<file path="src/hw/rtl/tws_pkg.sv">
// ----------------------------------------------------------------------------
// tws_pkg
// shared constants and helpers for the three-wire serial master
// ----------------------------------------------------------------------------
package tws_pkg;

   // request and response bus widths
   localparam int REQ_DATA_W = 80;   // 74 payload bits padded to bytes
   localparam int REQ_USER_W = 2;
   localparam int RSP_DATA_W = 72;   // 70 payload bits padded to bytes

   // configuration register indexes
   localparam logic CSR_BIT_DELAY   = 1'b0;
   localparam logic CSR_FRAME_DELAY = 1'b1;

   localparam logic [15:0] BIT_DELAY_RESET   = 16'd16;
   localparam logic [15:0] FRAME_DELAY_RESET = 16'd64;

   // operation codes
   localparam logic [1:0] OP_SINGLE_WRITE = 2'd0;
   localparam logic [1:0] OP_BURST_WRITE  = 2'd1;
   localparam logic [1:0] OP_BURST_READ   = 2'd2;

   // sequencer phases
   localparam logic [3:0] PH_IDLE  = 4'd0;
   localparam logic [3:0] PH_SETUP = 4'd1;
   localparam logic [3:0] PH_WBIT  = 4'd2;
   localparam logic [3:0] PH_WHIGH = 4'd3;
   localparam logic [3:0] PH_WLOW  = 4'd4;
   localparam logic [3:0] PH_RHIGH = 4'd5;
   localparam logic [3:0] PH_RLOW  = 4'd6;
   localparam logic [3:0] PH_HOLD  = 4'd7;

   // data bytes per transfer: 8 for a burst, 1 for a single write
   localparam logic [3:0] BURST_BYTES    = 4'd8;
   localparam logic [3:0] SINGLE_BYTES   = 4'd1;
   localparam logic [2:0] LAST_BIT       = 3'd7;
   localparam logic [7:0] CMD_WRITE_MASK = 8'hFE;

   // a zero delay counts as one tick
   function automatic logic [15:0] eff_delay(input logic [15:0] v);
      return (v == 16'd0) ? 16'd1 : v;
   endfunction

   // bit to put on the line: command byte first, then the data bytes
   function automatic logic sel_bit(input logic [7:0]  cmd,
                                    input logic [63:0] shift,
                                    input logic [3:0]  byte_idx,
                                    input logic [2:0]  bit_idx);
      logic [3:0]  bm1;
      logic [63:0] sh;
      logic [7:0]  b;
      bm1 = byte_idx - 4'd1;
      sh  = shift >> {bm1[2:0], 3'b000};
      b   = (byte_idx == 4'd0) ? cmd : sh[7:0];
      return b[bit_idx];
   endfunction

endpackage

</file>
<file path="src/hw/rtl/three_wire_serial_master_core.sv">
// ----------------------------------------------------------------------------
// three_wire_serial_master_core
// lsb-first three-wire serial master, one request per engine tick
// ----------------------------------------------------------------------------
//
//  channel  direction  handshake              contents
//  req      in         req_tvalid/req_tready  tick: start, command, data, pin
//  rsp      out        rsp_tvalid/rsp_tready  pin levels, busy, done, read data
//  csr      in         csr_we                 bit and frame delay registers
//
//  every accepted request is one tick of the serial engine and gives one
//  response; one request per cycle is sustained while each response is
//  taken, through a single next-state pass from phase to response register
//  response appears the cycle after acceptance in an output register
//  a stalled response still lets one more request be taken when rsp_tready
//  is high in the same cycle; otherwise req_tready drops until it is taken
//  synchronous reset puts the engine idle with all pins low, data driven
//
module three_wire_serial_master_core (
   input  logic                           clock,
   input  logic                           reset,
   // request channel
   input  logic                           req_tvalid,
   output logic                           req_tready,
   // [0] start_req, [8:1] command, [72:9] write_data, [73] dat_in
   input  logic [tws_pkg::REQ_DATA_W-1:0] req_tdata,
   // [1:0] op
   input  logic [tws_pkg::REQ_USER_W-1:0] req_tuser,
   // response channel
   output logic                           rsp_tvalid,
   input  logic                           rsp_tready,
   // [0] ce_out, [1] sclk_out, [2] io_out, [3] io_drive, [4] busy_res,
   // [5] done_res, [69:6] read_data
   output logic [tws_pkg::RSP_DATA_W-1:0] rsp_tdata,
   // configuration port
   input  logic                           csr_we,
   input  logic                           csr_index,
   input  logic [15:0]                    csr_wdata
);
   import tws_pkg::*;

   // request fields
   logic        start_req;
   logic [1:0]  op;
   logic [7:0]  command;
   logic [63:0] write_data;
   logic        dat_in;
   logic        req_accept;

   // configuration registers
   logic [15:0] bit_delay_ff,   bit_delay_in;
   logic [15:0] frame_delay_ff, frame_delay_in;

   // engine state
   logic [3:0]  phase_ff,       phase_in;
   logic [2:0]  bit_idx_ff,     bit_idx_in;
   logic [3:0]  byte_idx_ff,    byte_idx_in;
   logic [15:0] delay_ff,       delay_in;
   logic [63:0] send_shift_ff,  send_shift_in;
   logic [63:0] recv_shift_ff,  recv_shift_in;
   logic [7:0]  cmd_byte_ff,    cmd_byte_in;
   logic [1:0]  saved_op_ff,    saved_op_in;
   logic        ce_ff,          ce_in;
   logic        sclk_ff,        sclk_in;
   logic        io_ff,          io_in;
   logic        drive_ff,       drive_in;
   logic        done_in;

   // output register
   logic                  rsp_valid_ff, rsp_valid_in;
   logic [RSP_DATA_W-1:0] rsp_data_ff,  rsp_data_in;

   // bit advance helpers
   logic [3:0]  byte_next;
   logic [3:0]  byte_count;
   logic [2:0]  adv_bit;
   logic [3:0]  adv_byte;
   logic        adv_last;
   logic        adv_out_bit;
   logic        cur_out_bit;
   logic [3:0]  rd_byte_m1;
   logic [5:0]  rd_pos;

   assign start_req  = req_tdata[0];
   assign command    = req_tdata[8:1];
   assign write_data = req_tdata[72:9];
   assign dat_in     = req_tdata[73];
   assign op         = req_tuser[1:0];

   // output register frees up when empty or being drained
   assign req_tready = !rsp_valid_ff || rsp_tready;
   assign req_accept = req_tvalid && req_tready;

   // ---------------------------------------------------------------
   // configuration writes
   // ---------------------------------------------------------------
   always_comb begin
      bit_delay_in   = bit_delay_ff;
      frame_delay_in = frame_delay_ff;
      if (csr_we) begin
         case (csr_index)
            CSR_BIT_DELAY:   bit_delay_in   = csr_wdata;
            CSR_FRAME_DELAY: frame_delay_in = csr_wdata;
            default: begin
               bit_delay_in   = bit_delay_ff;
               frame_delay_in = frame_delay_ff;
            end
         endcase
      end
   end

   // ---------------------------------------------------------------
   // bit and byte advance, used at the end of each bit
   // ---------------------------------------------------------------
   assign byte_count = (saved_op_ff == OP_SINGLE_WRITE) ? SINGLE_BYTES : BURST_BYTES;
   assign byte_next  = byte_idx_ff + 4'd1;

   always_comb begin
      if (bit_idx_ff != LAST_BIT) begin
         adv_bit  = bit_idx_ff + 3'd1;
         adv_byte = byte_idx_ff;
         adv_last = 1'b0;
      end else begin
         adv_bit  = 3'd0;
         adv_byte = byte_next;
         adv_last = byte_next > byte_count;
      end
   end

   // line level for the first bit and for the bit after an advance
   assign cur_out_bit = sel_bit(cmd_byte_ff, send_shift_ff, byte_idx_ff, bit_idx_ff);
   assign adv_out_bit = sel_bit(cmd_byte_ff, send_shift_ff, adv_byte, adv_bit);

   // receive position of the bit being sampled
   assign rd_byte_m1 = byte_idx_ff - 4'd1;
   assign rd_pos     = {rd_byte_m1[2:0], bit_idx_ff};

   // ---------------------------------------------------------------
   // engine next state, one tick per request
   // ---------------------------------------------------------------
   always_comb begin
      phase_in      = phase_ff;
      bit_idx_in    = bit_idx_ff;
      byte_idx_in   = byte_idx_ff;
      delay_in      = delay_ff;
      send_shift_in = send_shift_ff;
      recv_shift_in = recv_shift_ff;
      cmd_byte_in   = cmd_byte_ff;
      saved_op_in   = saved_op_ff;
      ce_in         = ce_ff;
      sclk_in       = sclk_ff;
      io_in         = io_ff;
      drive_in      = drive_ff;
      done_in       = 1'b0;

      if (phase_ff == PH_IDLE) begin
         // opcode 3 is ignored
         if (start_req && (op == OP_SINGLE_WRITE || op == OP_BURST_WRITE ||
                           op == OP_BURST_READ)) begin
            saved_op_in   = op;
            cmd_byte_in   = (op == OP_SINGLE_WRITE) ? (command & CMD_WRITE_MASK)
                                                    : command;
            send_shift_in = write_data;
            if (op == OP_BURST_READ) begin
               recv_shift_in = 64'd0;
            end
            bit_idx_in  = 3'd0;
            byte_idx_in = 4'd0;
            ce_in       = 1'b1;
            sclk_in     = 1'b0;
            drive_in    = 1'b1;
            phase_in    = PH_SETUP;
            delay_in    = eff_delay(frame_delay_ff);
         end
      end else if (delay_ff > 16'd1) begin
         delay_in = delay_ff - 16'd1;
      end else begin
         case (phase_ff)
            PH_SETUP: begin
               // indices are zero here: first command bit
               io_in    = cur_out_bit;
               drive_in = 1'b1;
               phase_in = PH_WBIT;
               delay_in = eff_delay(bit_delay_ff);
            end
            PH_WBIT: begin
               sclk_in  = 1'b1;
               phase_in = PH_WHIGH;
               delay_in = eff_delay(bit_delay_ff);
            end
            PH_WHIGH: begin
               // turnaround: release data while clock is still high
               if (saved_op_ff == OP_BURST_READ && byte_idx_ff == 4'd0 &&
                   bit_idx_ff == LAST_BIT) begin
                  drive_in    = 1'b0;
                  byte_idx_in = 4'd1;
                  bit_idx_in  = 3'd0;
                  phase_in    = PH_RHIGH;
               end else begin
                  sclk_in  = 1'b0;
                  phase_in = PH_WLOW;
               end
               delay_in = eff_delay(bit_delay_ff);
            end
            PH_WLOW: begin
               bit_idx_in  = adv_bit;
               byte_idx_in = adv_byte;
               if (adv_last) begin
                  ce_in    = 1'b0;
                  phase_in = PH_HOLD;
                  delay_in = eff_delay(frame_delay_ff);
               end else begin
                  io_in    = adv_out_bit;
                  drive_in = 1'b1;
                  phase_in = PH_WBIT;
                  delay_in = eff_delay(bit_delay_ff);
               end
            end
            PH_RHIGH: begin
               sclk_in  = 1'b0;
               phase_in = PH_RLOW;
               delay_in = eff_delay(bit_delay_ff);
            end
            PH_RLOW: begin
               recv_shift_in[rd_pos] = dat_in;
               bit_idx_in  = adv_bit;
               byte_idx_in = adv_byte;
               if (adv_last) begin
                  ce_in    = 1'b0;
                  phase_in = PH_HOLD;
                  delay_in = eff_delay(frame_delay_ff);
               end else begin
                  sclk_in  = 1'b1;
                  phase_in = PH_RHIGH;
                  delay_in = eff_delay(bit_delay_ff);
               end
            end
            PH_HOLD: begin
               phase_in = PH_IDLE;
               delay_in = 16'd0;
               done_in  = 1'b1;
            end
            default: begin
               phase_in = PH_IDLE;
               delay_in = 16'd0;
            end
         endcase
      end
   end

   // response word from the updated state
   assign rsp_data_in = {2'b00, recv_shift_in, done_in, (phase_in != PH_IDLE),
                         drive_in, io_in, sclk_in, ce_in};

   // response valid: loads on a request, clears once taken
   always_comb begin
      rsp_valid_in = rsp_valid_ff;
      if (req_accept) begin
         rsp_valid_in = 1'b1;
      end else if (rsp_tready) begin
         rsp_valid_in = 1'b0;
      end
   end

   // ---------------------------------------------------------------
   // registers
   // ---------------------------------------------------------------
   always_ff @(posedge clock) begin
      if (reset) begin
         bit_delay_ff   <= BIT_DELAY_RESET;
         frame_delay_ff <= FRAME_DELAY_RESET;
         phase_ff       <= PH_IDLE;
         bit_idx_ff     <= 3'd0;
         byte_idx_ff    <= 4'd0;
         delay_ff       <= 16'd0;
         send_shift_ff  <= 64'd0;
         recv_shift_ff  <= 64'd0;
         cmd_byte_ff    <= 8'd0;
         saved_op_ff    <= OP_SINGLE_WRITE;
         ce_ff          <= 1'b0;
         sclk_ff        <= 1'b0;
         io_ff          <= 1'b0;
         drive_ff       <= 1'b1;
         rsp_valid_ff   <= 1'b0;
      end else begin
         bit_delay_ff   <= bit_delay_in;
         frame_delay_ff <= frame_delay_in;
         rsp_valid_ff   <= rsp_valid_in;
         // engine only ticks on an accepted request
         if (req_accept) begin
            phase_ff      <= phase_in;
            bit_idx_ff    <= bit_idx_in;
            byte_idx_ff   <= byte_idx_in;
            delay_ff      <= delay_in;
            send_shift_ff <= send_shift_in;
            recv_shift_ff <= recv_shift_in;
            cmd_byte_ff   <= cmd_byte_in;
            saved_op_ff   <= saved_op_in;
            ce_ff         <= ce_in;
            sclk_ff       <= sclk_in;
            io_ff         <= io_in;
            drive_ff      <= drive_in;
         end
      end
   end

   // response payload holds while stalled
   always_ff @(posedge clock) begin
      if (req_accept) begin
         rsp_data_ff <= rsp_data_in;
      end
   end

   assign rsp_tvalid = rsp_valid_ff;
   assign rsp_tdata  = rsp_data_ff;

   // ---------------------------------------------------------------
   // assertions
   // ---------------------------------------------------------------

   // a running phase always has a pending delay of at least one tick
   a_delay_live: assert property (@(posedge clock) disable iff (reset)
      (phase_ff != PH_IDLE) |-> (delay_ff != 16'd0))
      else $error("active phase with zero delay count");

   // byte counter never runs past the last burst byte plus one
   a_byte_range: assert property (@(posedge clock) disable iff (reset)
      byte_idx_ff <= (BURST_BYTES + 4'd1))
      else $error("byte index out of range");

   // data line is released only by a burst read
   a_release_read: assert property (@(posedge clock) disable iff (reset)
      !drive_ff |-> (saved_op_ff == OP_BURST_READ))
      else $error("data line released outside a burst read");

   // done pulse lands together with the engine going idle
   a_done_idle: assert property (@(posedge clock) disable iff (reset)
      (rsp_valid_ff && rsp_data_ff[5]) |-> !rsp_data_ff[4])
      else $error("done reported while busy");

endmodule
</file>
<file path="config.mk">
export PLATFORM = sky130hd
export DESIGN_NAME = three_wire_serial_master_core
export DESIGN_NICKNAME = d
export VERILOG_FILES = /design/src/hw/rtl/tws_pkg.sv /design/src/hw/rtl/three_wire_serial_master_core.sv
export SDC_FILE = /design/constraint.sdc
export NUM_CORES = 1
export LEC_CHECK = 0
export ABC_AREA = 1
export BUFFER_PORTS_ARGS = -buffer_cell sky130_fd_sc_hd__buf_2
export CAP_MARGIN = 15
export CORE_ASPECT_RATIO = 0.6
export CORE_MARGIN = 4
export CORE_UTILIZATION = 35
export DETAILED_ROUTE_END_ITERATION = 10
export PLACE_DENSITY = 0.6
export SKIP_CTS_REPAIR_TIMING = 1
export SLEW_MARGIN = 20
export SYNTH_ARGS = -nofsm -noshare
export SYNTH_HDL_FRONTEND = slang
export SYNTH_SLANG_ARGS = --single-unit
</file>
<file path="constraint.sdc">
create_clock -name clock -period 4.1 [get_ports clock]
set_input_delay 0.205 -clock clock [delete_from_list [all_inputs] [get_ports clock]]
set_output_delay 0.205 -clock clock [all_outputs]
set_load 0.01 [all_outputs]
</file>
---- Word-level counts from Yosys, hierarchy flattened ----
Cells that the tools add are included.
W data, S select, Z words.
operators by class
  muxes and demuxes ....................... 67
  bitwise logic cells ..................... 1
  add/sub/neg operators ................... 5
  equality and inequality tests ........... 15
  shift-type cells ........................ 2
  reductions and logical operators ........ 27
  order comparisons ....................... 6
operators by type and width
  operator                 count
  $mux W64                 5
  $shr A64 B6 Y8           2
  $mux W16                 6
  $bwmux W64               1
  $mux W4                  9
  $logic_not A16 Y1        2
  $pmux W16 S2             1
  $mux W1                  27
  $mux W3                  6
  $pmux W3 S6              1
  $eq A4 B3 Y1 const B     4
  $gt A16 B1 Y1 const B    1
  $mux W8                  2
  $sub A16 B1 Y16 const B  1
  $logic_not A4 Y1         3
  $eq A4 B2 Y1 const B     2
  $lt A3 B4 Y1 const B     2
  $pmux W4 S2              1
  $lt A6 B7 Y1 const B     1
  $bmux W1 S3              2
  $demux W1 S6             1
  $ge A6 B1 Y1 const B     1
  $ne A3 B3 Y1 const B     2
  $pmux W3 S2              1
  other kinds (27)         39
word-level totals
  word-level logic and storage cells ...... 140
  register bits ........................... 272
  input port bits ......................... 104
  output and inout port bits .............. 74

---- Longest topological paths before layout ----
  depth in word-level cells ............... 11
  gate-level depth with buffers ........... 27
  gate-level depth less buffers ........... 22

---- Worst setup path after synthesis ----
OpenSTA, ideal clock, no wires.
  kind .................................... flip-flop to flip-flop
  start point ............................. reg rsp_valid_ff (netlist: rsp_tvalid)
  end point ............................... reg cmd_byte_ff[3]
  clock period less this slack ............ 3.614 ns
  path slack .............................. 0.486 ns
  stages on the path, launching flop included .. 8
  arrival time ............................ 3.486 ns
  library setup time ...................... 0.128 ns
  data required time ...................... 3.972 ns
  buffers on the path ..................... 2
  cell sequence ........................... dfxtp_1 nand2_1 nand2_1 clkinv_1 nand2_1 clkbuf_1 clkbuf_1 a21oi_1
on the way
  cells in the longest elaborated chain, start to end .. 4
RTL lines
  what                                line                                  source
  from (decl)                         three_wire_serial_master_core.sv:70   logic rsp_valid_ff, rsp_valid_in;
  from (signal assigned)              three_wire_serial_master_core.sv:288  rsp_valid_ff <= rsp_valid_in;
  $logic_not A1 Y1                    three_wire_serial_master_core.sv:91   assign req_tready = !rsp_valid_ff || rsp_tready;
  $logic_or A1 B1 Y1                  three_wire_serial_master_core.sv:91
  named net req_tready                three_wire_serial_master_core.sv:24   output logic req_tready,
  $logic_and A1 B1 Y1                 three_wire_serial_master_core.sv:92   assign req_accept = req_tvalid && req_tready;
  named net req_accept                three_wire_serial_master_core.sv:48   logic req_accept;
  $reduce_and A3 Y1 (no source line)  --
  to (signal assigned)                three_wire_serial_master_core.sv:297  cmd_byte_ff <= cmd_byte_in;
  to (decl)                           three_wire_serial_master_core.sv:61   logic [7:0] cmd_byte_ff, cmd_byte_in;
The timed path passes the listed nets, and every way through them passes these cells.
A chain may end at the register's enable or synchronous reset.

---- Worst setup path after layout ----
  start point ............................. reg bit_idx_ff[0]
  end point ............................... reg io_ff
on the way
  cells in the longest elaborated chain, start to end .. 11
  elaborated cells between the ends (all ways) .. 17
  classes of those cells .................. add/sub (2); eq/ne (1); shift (1); mux (12); reduce/logical (1)
RTL lines
  what                           line                                  source
  from (decl)                    three_wire_serial_master_core.sv:56   logic [2:0] bit_idx_ff, bit_idx_in;
  from (signal assigned)         three_wire_serial_master_core.sv:292  bit_idx_ff <= bit_idx_in;
  $ne A3 B3 Y1                   three_wire_serial_master_core.sv:119  if (bit_idx_ff != LAST_BIT) begin
  $mux W4                        three_wire_serial_master_core.sv:119
  $sub A3 B1 Y3                  tws_pkg.sv:53                         bm1 = byte_idx - 4'd1;
  $shr A64 B6 Y8                 tws_pkg.sv:54                         sh = shift >> {bm1[2:0], 3'b000};
  $mux W8                        tws_pkg.sv:55                         b = (byte_idx == 4'd0) ? cmd : sh[7:0];
  $bmux W1 S3                    tws_pkg.sv:56                         return b[bit_idx];
  $mux W1 (not written as such)  tws_pkg.sv:56
  $mux W1                        three_wire_serial_master_core.sv:208  if (adv_last) begin
  $pmux W1 S2 (*)                three_wire_serial_master_core.sv:178  case (phase_ff)
  $mux W1 (*)                    three_wire_serial_master_core.sv:175  end else if (delay_ff > 16'd1) begin
  $mux W1 (*)                    three_wire_serial_master_core.sv:156  if (phase_ff == PH_IDLE) begin
  to (signal assigned)           three_wire_serial_master_core.sv:301  io_ff <= io_in;
  to (decl)                      three_wire_serial_master_core.sv:65   logic io_ff, io_in;
Mark *: on every way between the ends. The rest lies on a longest branch, timed or not. The select of a mux whose other input is x is not followed.

==> results.cfg <==
[route]
wirelength_um = 45900
num_vias = 13917
drcViolationCount = 0
drt_first_pass_iters = 5
routedWlPerCell_um = 17.3
via_per_inst = 5.25
ant_nets = 0
first_iter_violations = 1364

[hold_path]
hp-start = req_tdata[48]
hp-class = primary input to register

[sta]
grt_setup_unrepaired = no
tns_ns = 0
min_period_ns = 3.61
skew_ns = 0.00887
tightestPinTransition_ns = 1.04
timing.fmax_mhz = 277
setup_viol = 0
period_share = 0.880
final-hold-violation-count = 5
finalMaxSlewViolations = 0
max_slew_margin = 0.305
holdWs_ns = -0.0265

[floorplanning]
io_pins = 178
die-area_sq_um = 43500
rows = 56
start_util = 0.357
die_x_um = 267
core_region_area_sq_um = 39400
die_height_um = 163

[synth]
synth-seq-cells = 272
syn_area_sq_um = 14100
syn_avg_cell_area_sq_um = 7.29
synth_area_leaders = dfxtp_1 (29%), edfxtp_1 (15%), o21ai_0 (9.4%), nand2_1 (8.6%), inv_1 (6.6%)
yosysTopAreaCell = dfxtp_1
synth-edff-count = 70
synth_most_common_cell = nand2_1
ys_top_cells_by_count = nand2_1 (321), o21ai_0 (263), inv_1 (247)
synthCells = 1929
synth_top_cell_area_share = 0.288
yosysWarnings = 0
synthArstFlopShare = 0
ys_types = 51
ys.flop_type = dfxtp_1
synth_seq_area_share = 0.437

[worst_setup_path]
r2r_slack_ns = 0.49
cp-start-kind = register
cp-startpoint = bit_idx_ff[0]
critPathKind = register to register
crit_required_ns = 4.56
endpoint_kind = register
worstPathArrival_ns = 4.06
rr_startpoint = bit_idx_ff[0]
crit_path_max_fanout = 16

[global_routing]
grt_pass1_wl_um = 69700
first_global_vias = 12612
overflow = 0
antenna_found_initial = 0
track_usage = 0.199
grt_max_degree = 96

[clocking]
clkTransAtPathRegs_ns = 0.07
clk_path_buf_depth = 3
clock-sinks = 272
cts-root-buf = clkbuf_16
htree_levels = 1
clkLatencyLatePin_ns = 0.56
cts-buffers-inserted = 28
cts_tree = built

[place]
dpl_cell_area_sq_um = 15200
gp_congestion = 0.907
io_buffers = 169
dp_hpwl_um = 30900

[power]
p_per_area_nw_per_um2 = 410
p_leak_nw = 7.29
ir_worst_vdd_v = 0.000246

[status]
status = finished with violations
violations = hold timing

[job]
cap_violations = 0

[layout]
drive_gt1_frac = 0.132
stdcell_area_sq_um = 16900
fin_nets = 2220
antenna_cells = 0
area_growth_syn_to_layout_pct = 20.5
## flip-flops by register name, summed over array words and instances, names as in the netlist, 2 cells and up
name and cells:
bit_idx_ff 3, byte_idx_ff 4, cmd_byte_ff 8, send_shift_ff 64, frame_delay_ff 16, recv_shift_ff 64
delay_ff 16, bit_delay_ff 16, saved_op_ff 2, rsp_tdata 70, phase_ff 4
## worst paths after layout
| check | end | cells after the start |
|---|---|---|
| setup / recovery | io_ff | 23 |
| hold / removal | send_shift_ff[39] | 3 |
| setup reg to reg | io_ff | 23 |
| hold reg to reg | delay_ff[8] | 2 |
## metal layers
layer	track usage	up-vias	wire length, um
li1	-	6881	-
met1	0.299	6505	22100
met2	0.302	463	19900
met3	0.0346	68	3100
met4	0.0377	0	833
met5	0	-	0
## cells by family (layout without fill, tap and decap cells)
logic type,after synthesis,after routing,synth area share
buffers and inverters,388,587,0.111
adders and majority gates,9,9,0.00801
AOI/OAI and AO/OA,607,607,0.242
DFF,272,272,0.437
other,1,2,0.000267
and+or+nand+nor,646,646,0.197
xor gates and xnor gates,6,6,0.00374
## layout by cell type, fill, tap and decap left out, drive strengths merged
cell type / count
a211oi: 1
a21oi: 163
a221o: 1
a2bb2oi: 1
a31oi: 4
a32oi: 1
and2: 1
and3: 2
buf: 190
bufinv: 4
clkbuf: 38
clkinv: 11
conb: 2
dfxtp: 202
dlygate4sd3: 79
edfxtp: 70
ha: 9
inv: 265
nand2: 326
nand3: 102
nand4: 15
nor2: 171
nor3: 20
nor4: 8
o2111ai: 3
o211ai: 8
o21a: 2
o21ai: 341
o221ai: 8
o22ai: 3
o311ai: 66
o31ai: 2
o32ai: 2
o41ai: 1
or2: 1
xnor2: 2
xor2: 4
## stage by stage
step / power [mW] / instances / setup WS (ns) / hold WS [ns] / utilization
finish: 6.95 / 2651 / 0.494 / -0.0265 / 0.430
global route: 7.30 / 2651 / 0.179 / 0.00114 / 0.430
CTS: 6.96 / 2572 / 0.568 / -0.154 / 0.410
detailed placement: 4.23 / 2520 / 0.588 / 0.440 / 0.386
global placement: 4.20 / 2520 / 0.622 / 0.441 / 0.386
floorplan: 3.86 / 1930 / 0.486 / 0.331 / -
## layout make-up
| cell class | count | area, sq um |
|---|---|---|
| fillers | 3965 | 22400 |
| multi-input cells | 1270 | 6380 |
| flip-flops and latches | 272 | 6150 |
| repair buffers | 269 | 1800 |
| inverters | 266 | 1000 |
| clock buffers | 38 | 790 |
| well taps | 522 | 653 |
| clock inverters | 14 | 176 |
## worst max-delay path, stage by stage (launching register included)
cell and delay (ns):
dfxtp_1 0.58, ha_1 0.23, ha_1 0.22, inv_1 0.16, nand2_1 0.10, buf_4 0.20, nand2_1 0.10, ha_1 0.29
inv_1 0.48, nand3_1 0.14, nand2_1 0.10, nand2_1 0.09, nand3_1 0.11, nand2_1 0.05, nand2_1 0.06, nand2_1 0.05
nand3_1 0.06, nand3_1 0.08, nand2_1 0.07, nand2_1 0.04, nand2_1 0.08, nand3_1 0.07, nand2_1 0.10, inv_1 0.04
## report_power, final
group / total, mW / switching [mW] / internal, mW
sequential: 3.06 / 0.0971 / 2.96
combinational: 1.19 / 0.793 / 0.392
clock: 2.71 / 1.10 / 1.60
Note: power is estimated with default switching activity, not from simulation.
